<file path="src/trrf_pkg.sv">
// Package with the types, codes and constants shared by the touch recovery block.
`default_nettype none
package trrf_pkg;

	// Panel geometry in native portrait orientation.
	localparam int PANEL_WIDTH  = 240;
	localparam int PANEL_HEIGHT = 320;

	localparam logic [15:0] RAW_X_MAX = 16'(PANEL_WIDTH - 1);
	localparam logic [15:0] RAW_Y_MAX = 16'(PANEL_HEIGHT - 1);

	// Status byte layout.
	localparam int STATUS_READY_BIT = 7;

	// Command codes.
	localparam logic CMD_POLL = 1'b0;
	localparam logic CMD_TICK = 1'b1;

	// Failure stage codes.
	localparam logic [1:0] STAGE_NONE   = 2'd0;
	localparam logic [1:0] STAGE_STATUS = 2'd1;
	localparam logic [1:0] STAGE_POINT  = 2'd2;
	localparam logic [1:0] STAGE_CLEAR  = 2'd3;

	// Configuration register indexes.
	localparam logic [1:0] REG_FAILURE_LIMIT  = 2'd0;
	localparam logic [1:0] REG_RECOVERY_LIMIT = 2'd1;
	localparam logic [1:0] REG_HOLDOFF_TICKS  = 2'd2;
	localparam logic [1:0] REG_MAX_POINTS     = 2'd3;

	// Configuration reset values.
	localparam logic [3:0]  FAILURE_LIMIT_RST  = 4'd3;
	localparam logic [3:0]  RECOVERY_LIMIT_RST = 4'd2;
	localparam logic [15:0] HOLDOFF_TICKS_RST  = 16'd2000;
	localparam logic [3:0]  MAX_POINTS_RST     = 4'd5;

	localparam logic [3:0] COUNT_SAT = 4'hF;

	typedef struct packed {
		logic        command;
		logic        status_ok;
		logic [7:0]  status_byte;
		logic        point_ok;
		logic [15:0] raw_x;
		logic [15:0] raw_y;
		logic        clear_ok;
		logic        reinit_ok;
	} in_item_t;

	typedef struct packed {
		logic [8:0] pos_x;
		logic [7:0] pos_y;
		logic       pressed;
		logic       touch_off;
		logic       recover_now;
		logic [1:0] fail_stage;
	} out_item_t;

	typedef struct packed {
		logic [1:0]  index;
		logic [15:0] value;
	} cfg_write_t;

	typedef struct packed {
		logic [3:0]  failure_limit;
		logic [3:0]  recovery_limit;
		logic [15:0] holdoff_ticks;
		logic [3:0]  max_points;
	} cfg_regs_t;

	typedef struct packed {
		logic [3:0]  fail_count;
		logic [3:0]  attempt_count;
		logic        off_flag;
		logic [15:0] holdoff_left;
		logic [8:0]  held_x;
		logic [7:0]  held_y;
		logic        held_press;
	} track_state_t;

endpackage
`default_nettype wire

</file>
<file path="src/trrf_ifs.sv">
// Handshake interfaces for the poll, pointer and configuration channels.
`default_nettype none
interface trrf_in_if;
	import trrf_pkg::*;
	logic     valid;
	logic     ready;
	in_item_t data;
	modport source (output valid, output data, input ready);
	modport sink (input valid, input data, output ready);
endinterface

interface trrf_out_if;
	import trrf_pkg::*;
	logic      valid;
	logic      ready;
	out_item_t data;
	modport source (output valid, output data, input ready);
	modport sink (input valid, input data, output ready);
endinterface

interface trrf_cfg_if;
	import trrf_pkg::*;
	logic       valid;
	logic       ready;
	cfg_write_t data;
	modport source (output valid, output data, input ready);
	modport sink (input valid, input data, output ready);
endinterface
`default_nettype wire

</file>
<file path="src/trrf_cfg_regs.sv">
// Configuration register bank with its write channel.
`default_nettype none
module trrf_cfg_regs (
	input  wire logic          clk,
	input  wire logic          arst_n,
	trrf_cfg_if.sink           cfg,
	output trrf_pkg::cfg_regs_t regs
);
	import trrf_pkg::*;

	cfg_regs_t regs_q;

	assign cfg.ready = 1'b1;
	assign regs      = regs_q;

	always_ff @(posedge clk or negedge arst_n) begin
		if (!arst_n) begin
			regs_q.failure_limit  <= FAILURE_LIMIT_RST;
			regs_q.recovery_limit <= RECOVERY_LIMIT_RST;
			regs_q.holdoff_ticks  <= HOLDOFF_TICKS_RST;
			regs_q.max_points     <= MAX_POINTS_RST;
		end else if (cfg.valid) begin
			case (cfg.data.index)
				REG_FAILURE_LIMIT:  regs_q.failure_limit  <= cfg.data.value[3:0];
				REG_RECOVERY_LIMIT: regs_q.recovery_limit <= cfg.data.value[3:0];
				REG_HOLDOFF_TICKS:  regs_q.holdoff_ticks  <= cfg.data.value;
				REG_MAX_POINTS:     regs_q.max_points     <= cfg.data.value[3:0];
				default: begin
				end
			endcase
		end
	end
endmodule
`default_nettype wire

</file>
<file path="src/trrf_step.sv">
// Next-state and result logic for one poll outcome or tick.
`default_nettype none
module trrf_step (
	input  wire trrf_pkg::in_item_t     item,
	input  wire trrf_pkg::cfg_regs_t    regs,
	input  wire trrf_pkg::track_state_t cur,
	output trrf_pkg::track_state_t      nxt,
	output trrf_pkg::out_item_t         res
);
	import trrf_pkg::*;

	logic [3:0]  count;
	logic        count_valid;
	logic        fail;
	logic [1:0]  stage;
	logic [3:0]  fc_inc;
	logic [3:0]  att_inc;
	logic        recovered;
	logic [15:0] cx;
	logic [15:0] cy;
	track_state_t st;

	assign count       = item.status_byte[3:0];
	assign count_valid = (count != 4'd0) && (count <= regs.max_points);
	assign fc_inc      = (cur.fail_count == COUNT_SAT) ? COUNT_SAT : cur.fail_count + 4'd1;
	assign att_inc     = cur.attempt_count + 4'd1;
	assign cx          = (item.raw_x > RAW_X_MAX) ? RAW_X_MAX : item.raw_x;
	assign cy          = (item.raw_y > RAW_Y_MAX) ? RAW_Y_MAX : item.raw_y;

	// Tick and poll outcome decode: holdoff countdown, point capture, count clearing and failure stage.
	always_comb begin
		st    = cur;
		fail  = 1'b0;
		stage = STAGE_NONE;
		if (item.command == CMD_TICK) begin
			if (cur.holdoff_left != 16'd0) begin
				st.holdoff_left = cur.holdoff_left - 16'd1;
			end
		end else if (cur.off_flag) begin
			st.held_press = 1'b0;
		end else if (!item.status_ok) begin
			fail  = 1'b1;
			stage = STAGE_STATUS;
		end else if (!item.status_byte[STATUS_READY_BIT]) begin
			st.fail_count    = 4'd0;
			st.attempt_count = 4'd0;
		end else if (count_valid && !item.point_ok) begin
			fail  = 1'b1;
			stage = STAGE_POINT;
		end else begin
			if (count_valid) begin
				st.held_y     = cx[7:0];
				st.held_x     = 9'(RAW_Y_MAX - cy);
				st.held_press = 1'b1;
			end else begin
				st.held_press = 1'b0;
			end
			if (!item.clear_ok) begin
				fail  = 1'b1;
				stage = STAGE_CLEAR;
			end else begin
				st.fail_count    = 4'd0;
				st.attempt_count = 4'd0;
			end
		end
	end

	// Failure budget and recovery decision.
	always_comb begin
		nxt       = st;
		recovered = 1'b0;
		if (fail) begin
			nxt.held_press = 1'b0;
			nxt.fail_count = fc_inc;
			if ((fc_inc >= regs.failure_limit) && (cur.holdoff_left == 16'd0)) begin
				if (cur.attempt_count >= regs.recovery_limit) begin
					nxt.off_flag = 1'b1;
				end else begin
					recovered         = 1'b1;
					nxt.attempt_count = att_inc;
					nxt.holdoff_left  = regs.holdoff_ticks;
					if (item.reinit_ok) begin
						nxt.fail_count    = 4'd0;
						nxt.attempt_count = 4'd0;
					end else if (att_inc == regs.recovery_limit) begin
						nxt.off_flag = 1'b1;
					end
				end
			end
		end
	end

	always_comb begin
		res.pos_x       = nxt.held_x;
		res.pos_y       = nxt.held_y;
		res.pressed     = nxt.held_press;
		res.touch_off   = nxt.off_flag;
		res.recover_now = recovered;
		res.fail_stage  = stage;
	end
endmodule
`default_nettype wire

</file>
<file path="src/touch_report_recovery_fsm.sv">
// Top level of the touch report tracker with failure budget and recovery control.
//
// Usage: each beat on the poll channel is either a poll outcome (status, point
// and clear results plus the reinit outcome) or a time tick. Every accepted beat
// yields exactly one beat on the pointer channel carrying the held landscape
// point, the press flag, the touch-disabled flag, whether a recovery was made
// and which transfer failed. Configuration writes go through the cfg channel,
// which is always ready, and must only be issued while the block is idle.
// An accepted poll beat is first held in the input register, then the decode
// and budget logic loads the result register together with the tracking
// state. Throughput is one beat per cycle while the pointer receiver does not
// stall. When it stalls, the result register holds its beat and the input
// register still takes one more beat if it is empty before poll ready drops.
// Reset clears the tracking state, empties both registers and loads the
// default configuration: three failures, two recoveries, 2000 ticks, five
// points.
`default_nettype none
module touch_report_recovery_fsm (
	input  wire logic  clk,
	input  wire logic  arst_n,
	trrf_in_if.sink    poll,
	trrf_out_if.source pointer,
	trrf_cfg_if.sink   cfg
);
	import trrf_pkg::*;

	cfg_regs_t    regs;
	track_state_t state_q;
	track_state_t state_nxt;
	out_item_t    res;
	in_item_t     item_s1;
	logic         valid_s1;
	out_item_t    out_q;
	logic         out_valid_q;
	logic         advance;

	trrf_cfg_regs u_cfg (
		.clk    (clk),
		.arst_n (arst_n),
		.cfg    (cfg),
		.regs   (regs)
	);

	trrf_step u_step (
		.item (item_s1),
		.regs (regs),
		.cur  (state_q),
		.nxt  (state_nxt),
		.res  (res)
	);

	assign advance      = valid_s1 && (!out_valid_q || pointer.ready);
	assign poll.ready   = !valid_s1 || advance;
	assign pointer.valid = out_valid_q;
	assign pointer.data  = out_q;

	always_ff @(posedge clk or negedge arst_n) begin
		if (!arst_n) begin
			valid_s1 <= 1'b0;
		end else if (poll.ready) begin
			valid_s1 <= poll.valid;
		end
	end

	always_ff @(posedge clk) begin
		if (poll.ready && poll.valid) begin
			item_s1 <= poll.data;
		end
	end

	always_ff @(posedge clk or negedge arst_n) begin
		if (!arst_n) begin
			out_valid_q <= 1'b0;
			state_q     <= '0;
		end else if (advance) begin
			out_valid_q <= 1'b1;
			state_q     <= state_nxt;
		end else if (pointer.ready) begin
			out_valid_q <= 1'b0;
		end
	end

	always_ff @(posedge clk) begin
		if (advance) begin
			out_q <= res;
		end
	end

	a_recover_has_stage: assert property (@(posedge clk) disable iff (!arst_n)
		(pointer.valid && pointer.data.recover_now) |-> (pointer.data.fail_stage != STAGE_NONE))
		else $error("recovery reported without a failed transfer");

	a_off_sticky: assert property (@(posedge clk) disable iff (!arst_n)
		state_q.off_flag |=> state_q.off_flag)
		else $error("touch disable flag cleared");

	a_off_released: assert property (@(posedge clk) disable iff (!arst_n)
		(pointer.valid && pointer.data.touch_off) |-> !pointer.data.pressed)
		else $error("press reported while touch is disabled");

	a_coord_range: assert property (@(posedge clk) disable iff (!arst_n)
		state_q.held_y <= RAW_X_MAX[7:0])
		else $error("held y beyond panel range");
endmodule
`default_nettype wire

</file>
<file path="src/flat_wrapper.sv">
// flat-port wrapper written by rule: the top's interface ports become plain ports
module touch_report_recovery_fsm_flat import trrf_pkg::*;
  (clk, arst_n, poll_valid, poll_data, poll_ready, pointer_valid, pointer_data, pointer_ready, cfg_valid, cfg_data, cfg_ready);
  trrf_in_if poll_i ();
  trrf_out_if pointer_i ();
  trrf_cfg_if cfg_i ();
  input  wire logic clk;
  input  wire logic arst_n;
  input wire logic [$bits(poll_i.valid)-1:0] poll_valid;
  input wire logic [$bits(poll_i.data)-1:0] poll_data;
  output wire logic [$bits(poll_i.ready)-1:0] poll_ready;
  output wire logic [$bits(pointer_i.valid)-1:0] pointer_valid;
  output wire logic [$bits(pointer_i.data)-1:0] pointer_data;
  input wire logic [$bits(pointer_i.ready)-1:0] pointer_ready;
  input wire logic [$bits(cfg_i.valid)-1:0] cfg_valid;
  input wire logic [$bits(cfg_i.data)-1:0] cfg_data;
  output wire logic [$bits(cfg_i.ready)-1:0] cfg_ready;
  assign poll_i.valid = poll_valid;
  assign poll_i.data = poll_data;
  assign poll_ready = poll_i.ready;
  assign pointer_valid = pointer_i.valid;
  assign pointer_data = pointer_i.data;
  assign pointer_i.ready = pointer_ready;
  assign cfg_i.valid = cfg_valid;
  assign cfg_i.data = cfg_data;
  assign cfg_ready = cfg_i.ready;
  touch_report_recovery_fsm u_core (.clk(clk), .arst_n(arst_n), .poll(poll_i), .pointer(pointer_i), .cfg(cfg_i));
endmodule
</file>
<file path="config.mk">
export PLATFORM = sky130hd
export DESIGN_NAME = touch_report_recovery_fsm_flat
export DESIGN_NICKNAME = d
export VERILOG_FILES = /design/src/trrf_pkg.sv /design/src/trrf_ifs.sv /design/src/trrf_cfg_regs.sv /design/src/trrf_step.sv /design/src/touch_report_recovery_fsm.sv /design/src/flat_wrapper.sv
export SDC_FILE = /design/constraint.sdc
export NUM_CORES = 1
export LEC_CHECK = 0
export ABC_AREA = 1
export BUFFER_PORTS_ARGS = -buffer_cell sky130_fd_sc_hd__buf_2
export CORE_MARGIN = 10
export CORE_UTILIZATION = 55
export DETAILED_ROUTE_END_ITERATION = 16
export PLACE_DENSITY = 0.81
export SLEW_MARGIN = 5
export SYNTH_ARGS = -nofsm -noshare
export SYNTH_HDL_FRONTEND = slang
export SYNTH_SLANG_ARGS = --single-unit
</file>
<file path="constraint.sdc">
create_clock -name clk -period 5 [get_ports clk]
set_clock_uncertainty 0.05 [all_clocks]
set_input_delay 1 -clock clk [delete_from_list [all_inputs] [get_ports clk]]
set_output_delay 1 -clock clk [all_outputs]
set_load 0.005 [all_outputs]
</file>
# [After elaboration in Yosys (flattened, before gate mapping)]
# Index checks and enable logic that the tools add are counted.
[op_classes] order_cmp=5 n_mux=41 addsub=4 bitwise_logic=2 eq_ne=9 reduce_logical=24
[ops] op="2-to-1 mux 18 bit" count=4
[ops] op="2-to-1 mux 8 bit" count=9
[ops] op="2-to-1 mux 25 bit" count=2
[ops] op="2-to-1 mux 16 bit" count=3
[ops] op="2-to-1 mux 17 bit" count=2
[ops] op="2-to-1 mux 1 bit" count=17
[ops] op="> comparator 16 x 8 -> 1 bit, second input constant" count=1
[ops] op="> comparator 16 x 9 -> 1 bit, second input constant" count=1
[ops] op="logical NOT 16 bit" count=1
[ops] op="nonzero test 16 bit" count=1
[ops] op="subtractor 16 x 1 -> 16 bit, second input constant" count=1
[ops] op="AND reduction 2 bit" count=5
[ops] op="2-to-1 mux 9 bit" count=1
[ops] op="subtractor 9 bit, first input constant" count=1
[ops] op="adder 4 x 1 -> 4 bit, second input constant" count=2
[ops] op="greater-or-equal comparator 4 bit" count=2
[ops] op="!= test 3 bit, second input constant" count=2
[ops] op="AND reduction 6 bit" count=1
[ops] op="logical AND 1 bit" count=5
[ops] op="== test 2 bit, second input constant" count=2
[ops] op="== test 4 bit" count=1
[ops] op="== test 4 bit, second input constant" count=1
[ops] op="less-or-equal comparator 4 bit" count=1
[ops] op="2-to-1 mux 2 bit" count=2
[ops] op="11 further kinds" count=17
[totals] output_inout_bits=25 inputBits=68 word_cells=113 regBits=140

# [Depth between registers and ports, before layout]
[logic_depth] depth_word=11 depth_mapped=17 ltp_nobuf=17

# [Hierarchy]
# Synthesis repeated with hierarchy kept, for this count alone.
[unflattened] hier_cells=781 hier_area_um2=7034.2
[by_module_without_submodules] mod="touch_report_recovery_fsm" seq_area_each_um2=3138.0 area_per_inst_um2=3832.4 instances=1 cells_per_inst=263
[by_module_without_submodules] mod="trrf_step" seq_area_each_um2=0.0 area_per_inst_um2=2015.7 instances=1 cells_per_inst=389
[by_module_without_submodules] mod="trrf_cfg_regs" seq_area_each_um2=714.4 area_per_inst_um2=1186.1 instances=1 cells_per_inst=129

# [Least setup slack after synthesis]
# Ideal clock, no wire load.
[synth_timing] kind="input-to-reg" start="in pointer_ready" end="reg u_core.item_s1[0] (netlist name) (enable)" slack_ns=2.504 t_arrival_ns=2.050 n_path_buf=0 path_stages=4 t_required_ns=4.554 setup_time_ns=0.396 cell_sequence="inv_1 > nand3_1 > nand2_1 > inv_1"
[synth_via] elab_chain_len=4
[synth_rtl] element="start: declaration" line="flat_wrapper.sv:14" rtl="input wire logic [$bits(pointer_i.ready)-1:0] pointer_ready;"
[synth_rtl] element="logical OR 1 bit" line="touch_report_recovery_fsm.sv:52" rtl="assign advance = valid_s1 && (!out_valid_q || pointer.ready);"
[synth_rtl] element="logical AND 1 bit" line="touch_report_recovery_fsm.sv:52"
[synth_rtl] element="logical OR 1 bit" line="touch_report_recovery_fsm.sv:53" rtl="assign poll.ready = !valid_s1 || advance;"
[synth_rtl] element="via poll_ready" line="flat_wrapper.sv:11" rtl="output wire logic [$bits(poll_i.ready)-1:0] poll_ready;"
[synth_rtl] element="logical AND 1 bit" line="touch_report_recovery_fsm.sv:66" rtl="if (poll.ready && poll.valid) begin"
[synth_rtl] element="end signal: assignment" line="touch_report_recovery_fsm.sv:67" rtl="item_s1 <= poll.data;"
[synth_rtl] element="end: declaration" line="touch_report_recovery_fsm.sv:31" rtl="in_item_t item_s1;"
# The timed path passes the listed nets, and every way through them passes these cells.
# A chain may end at the register's enable or synchronous reset.

# [Worst setup path in the final report]
[layout_timing] start="reg u_core.state_q[39] (netlist name)" end="reg u_core.state_q[36] (netlist name)"
[layout_via] elab_chain_len=6 elab_cells_between_ends=7 cone_classes="1 x add/sub; 1 x order compare; 1 x eq/ne; 3 x mux; 1 x reduce/logical"
[layout_rtl] element="start: declaration" line="touch_report_recovery_fsm.sv:28" rtl="track_state_t state_q;"
[layout_rtl] element="start signal: assignment" line="touch_report_recovery_fsm.sv:77" rtl="state_q <= state_nxt;"
[layout_rtl] element="adder 4 x 1 -> 4 bit or == test 4 bit (tied branches)" line="trrf_step.sv:25" rtl="assign fc_inc = (cur.fail_count == COUNT_SAT) ? COUNT_SAT : cur.fail_count + 4'd1;"
[layout_rtl] element="2-to-1 mux 4 bit *" line="trrf_step.sv:25"
[layout_rtl] element="greater-or-equal comparator 4 bit *" line="trrf_step.sv:75" rtl="if ((fc_inc >= regs.failure_limit) && (cur.holdoff_left == 16'd0)) begin"
[layout_rtl] element="logical AND 1 bit *" line="trrf_step.sv:75"
[layout_rtl] element="2-to-1 mux 25 bit *" line="trrf_step.sv:75"
[layout_rtl] element="2-to-1 mux 25 bit *" line="trrf_step.sv:72" rtl="if (fail) begin"
# Every way passes the cells marked *; elsewhere a longest branch is shown, timed or not.

==> results by stage <==
Drt:
- The pre-antenna-repair detailed-routing pass consisted of 5 iterations.
- The DRC violation count after routing is 0.
- The final route contains 5074 vias.
- Once detail routing completed, the nets flagged for antenna violations numbered 0.
- Using the TritonRoute via totals, the vias-per-cell ratio works out to 5.08.
- Summed over all layers, the routed wires come to 14000 um.
- The initial DRC count is 424.
- In the final routed layout, each cell accounts on average for 14.0 um.

Finish:
- Leaving out fill and tap cells, the most frequent cells in the layout are 186 x nand2_1, 90 x inv_1, 87 x buf_2.
- The repair_antennas step left the layout with diodes totalling 0.
- The post-layout instance count excluding filler cells is 999.
- For this run, the post-layout net count is 902.
- Counting the fill cells in the layout gives 992.
- The most common cell after layout, fill and taps aside is nand2_1.
- The post-route netlist has 21.3% of its cells at a drive strength greater than 1.
- The growth of design area from synthesis to finish is 16.7%.
- With fillers left out, the area of the finished cells amounts to 0.00792 sq mm.
- Measured on the finished design, the core utilization comes to 65.6%.

Global route:
- The maximum number of pins on one net before global-route repair is 74.
- For this run, the total global-route usage over all layers was measured as 17.4%.
- The first global-routing pass estimated 23500 um of wire.
- The number of antenna violations at the first check in global routing is 0.
- Global routing finished with a remaining overflow of 0.
- The via count of the first global-routing pass is 5000.

Die:
- The initial utilization of the core area, before any placement, comes to 56.2%.
- The width of the die is 131 um.
- The area of the die is 0.0172 sq mm.
- From bottom edge to top edge, the die measures 131 um.
- During I/O placement, the number of pins put on the boundary was 93.
- The number of rows in the core area is 40.
- The floorplan step defined a core boundary enclosing 0.0121 sq mm.

Worst hold path:
- The worst hold path begins at u_core.u_cfg.regs[13].
- The worst hold path cell count is 2.
- The class of the worst hold path is reg2reg.
- The capture endpoint of the worst hold path is u_core.u_cfg.regs[13].

Worst setup path:
- The critical path is of the reg2reg type.
- The cell occurring most often along the worst timing path is nand3_1.
- STA classifies the critical path startpoint as a register.
- The highest fanout seen on the critical path is 16.
- For the worst setup path, the data arrival time is 3.11 ns.
- In this run the critical register-to-register path is launched from u_core.state_q[39].
- The capturing point of the worst reg2reg path is u_core.state_q[36].
- The slack of the worst reg-to-reg path is 2.15 ns.
- The endpoint class of the critical path is a register.
- Together, buffers and inverters on the worst path number 2.
- Traced cell by cell, the critical path runs through ha_1 -> nand3_1 -> nand2_1 -> ha_1 -> inv_1 -> o21bai_1 -> nand3_1 -> nand3_1 -> nand3_2 -> nor2_4 -> nand3_4 -> inv_2 -> nand2_1 -> nand3_1 -> nand2_1.
- The kind of cell with the highest combined delay along the critical path is simple AND/OR/NAND/NOR gates.
- Counting cells, the worst reg-to-reg path comes to 15.
- In this design, the stage delay of the slowest critical-path cell is 0.41 ns.
- STA puts the critical path data required time at 5.26 ns.
- The critical path's slowest cell is dfrtp_1.

Synthesis:
- The share of synthesized cell area in full adder, half adder and majority cells is 2.95%.
- The post-synthesis cell type count is 43.
- The fraction of registers with async set or reset after synthesis is 53.3%.
- After synthesis, the mean cell area works out to 9.30 sq um.
- The register bit total from synthesis is 137.
- In the synthesized netlist the dominant register cell turns out to be edfxtp_1.
- During synthesis, Yosys emitted a total of 0 warnings.
- Summing the areas of all compound-gate instances in the mapped netlist gives 8.32% of the synthesized area.
- The fraction of synthesized area in multiplexers is 0.664%.
- The post-synth design cell area is 0.00678 sq mm.
- The xor/xnor share of the synthesized area is 2.45%.
- The sequential-to-total area share from yosys stat is 55.5%.
- The count of mapped cells out of synthesis is 729.
- The number of enable flip-flop cells after synthesis is 64.
- Counting every net in the synthesized netlist gives 813.
- The largest family of logic cells by synthesized area is simple AND/OR/NAND/NOR gates.
- Of the total synthesized cell area, the portion taken by AND, OR, NAND and NOR gates is 22.5%.

Pwr:
- The peak supply drop is 0.329 mV.
- The internal portion of the total power is 2.57 mW.
- The switching share of total power is 32.8%.
- The leakage power figure is 3.75 nW.
- The power share of the sequential group is 41.5%.
- Per report_power, the clock group accounts for 32.7% of the total.
- For this design the ratio of total power to cell area is 483 mW/mm^2.
- For this design the total switching power over the nets is 1.25 mW.
- The overall power consumption is 3.83 mW.
- Of the total power, combinational logic draws 25.8%.

Place:
- The placed cell area is 0.00732 sq mm.
- Prior to clock tree synthesis, the placed netlist has a worst setup slack of 2.00 ns.
- After detailed placement, the design holds a cell count of 967.
- The detailed-placement wirelength estimate is 9660 um.
- The quantity of I/O buffers inserted on ports is 88.
- The final weighted congestion of routability-driven global placement is 0.900.

Clocking:
- The number of gates resized after CTS was 0.
- The depth of the CTS H-tree is 4.
- Counting every sink on the clock net gives 137.
- Buffers inserted to repair hold after CTS numbered 0.
- The cell sitting at the root of the clock tree is a clkbuf_16.
- Clock-pin slew was measured on the worst setup and hold paths at 0.06 ns.
- TritonCTS built the clock tree.
- Clock latency on the worst-skew pair, taken at its later pin, is 0.43 ns.
- The number of CTS-inserted buffers is 17.
- The number of setup buffers added after CTS is 0.
- The longest clock path from root to sink contains 2 buffers.

STA:
- Setup repair after global routing left no endpoint under its margin.
- The fmax is 351 MHz.
- The worst slack on hold paths is 0.436 ns.
- The part of the cycle the worst path needs is 57.1%.
- For the pin with the worst max-slew slack, the measured transition is 0.948 ns.
- The worst pin sits at a relative slew slack of 36.8%.
- The number of endpoints with negative hold slack in the final report is 0.
- Adding up every negative setup slack in the final design gives 0 ns.
- The worst path in the final design needs a cycle of 2.85 ns, including I/O delays and setup.
- Setup slack on the critical path of the routed design comes to 2.15 ns.
- The number of pins with negative max-slew slack in the final report was 0.
- Setup violations remaining at the end of the flow were counted as 0.

Status:
- The run finished with clean final reports.

Run:
- The tool flagged a number of max-cap violations equal to 0.
worst register-to-register path, stage by stage, from the launching register on:
cell      delay [ns]
dfrtp_1         0.41
ha_1            0.24
nand3_1         0.14
nand2_1         0.10
ha_1            0.31
inv_1           0.05
o21bai_1        0.12
nand3_1         0.15
nand3_1         0.15
nand3_2         0.11
nor2_4          0.30
nand3_4         0.25
inv_2           0.17
nand2_1         0.06
nand3_1         0.06
nand2_1         0.06
registers in the layout (all words and copies together) (netlist names):
signal and count:
u_core.pointer.valid 1, u_core.item_s1 42, u_core.pointer.data 22, u_core.valid_s1 1, u_core.state_q 43, u_core.u_cfg.regs 28
final cells by class:
class                           instances  area, sq um  share of cell area, %
Multi-Input combinational cell        475         2510                   31.7
Clock inverter                         15          166                   2.10
Timing Repair Buffer                   91          478                   6.04
Clock buffer                           17          425                   5.37
Inverter                               96          368                   4.65
Tap cell                              168          210                   2.66
Sequential cell                       137         3760                   47.5
how the worst max path moves through the flow:
| stage | startpoint | end | slack [ns] | cells past startpoint |
|---|---|---|---|---|
| global placement | pointer_ready | u_core.pointer.data[2] | 1.97 | 6 |
| global route | u_core.state_q[39] | u_core.state_q[36] | 1.89 | 15 |
| detailed placement | pointer_ready | u_core.state_q[25] | 2.00 | 8 |
| floorplan | pointer_ready | u_core.item_s1[0] | 2.50 | 4 |
| CTS | u_core.state_q[39] | u_core.state_q[36] | 2.17 | 15 |
| finish | u_core.state_q[39] | u_core.state_q[36] | 2.15 | 15 |
cell usage after synthesis, drive strengths merged, types with 3 or more instances:
cell,n,area (sq um)
mux2,4,45.0
o21ai,72,394
nor4,3,18.8
edfxtp,64,1920
o21bai,6,45.0
inv,94,355
a21boi,3,26.3
xnor2,3,26.3
ha,16,200
nand3,55,298
clkbuf,10,37.5
dfrtp,62,1550
nand2,195,759
nor3,5,36.3
buf,11,109
a21oi,14,70.1
nand4,20,140
dfstp,11,289
xor2,16,140
nor2,58,262
power groups by stage:
stage	combinational, mW	clock [mW]	sequential, mW
global route	1.14	1.32	1.62
finish	0.987	1.25	1.59
floorplan	0.753	0	1.58
CTS	0.990	1.27	1.59
global placement	0.954	0	1.60
detailed placement	0.982	0	1.61
cell families after synthesis:
| logic type | Yosys count |
|---|---|
| and+or+nand+nor | 338 |
| DFF | 137 |
| buffers and inverters | 117 |
| AOI/OAI and AO/OA | 97 |
| xor gates and xnor gates | 19 |
| adders and majority gates | 16 |
| muxes | 4 |
| other | 1 |
metal layers:
metal	wire, um	vias to the layer above	GRT usage [%]
met4	261	0	7.26
met2	6710	143	27.8
met3	787	28	4.67
met5	0	-	0
met1	6210	2331	21.9
li1	-	2572	-
Power figures use the tool's default switching activity.
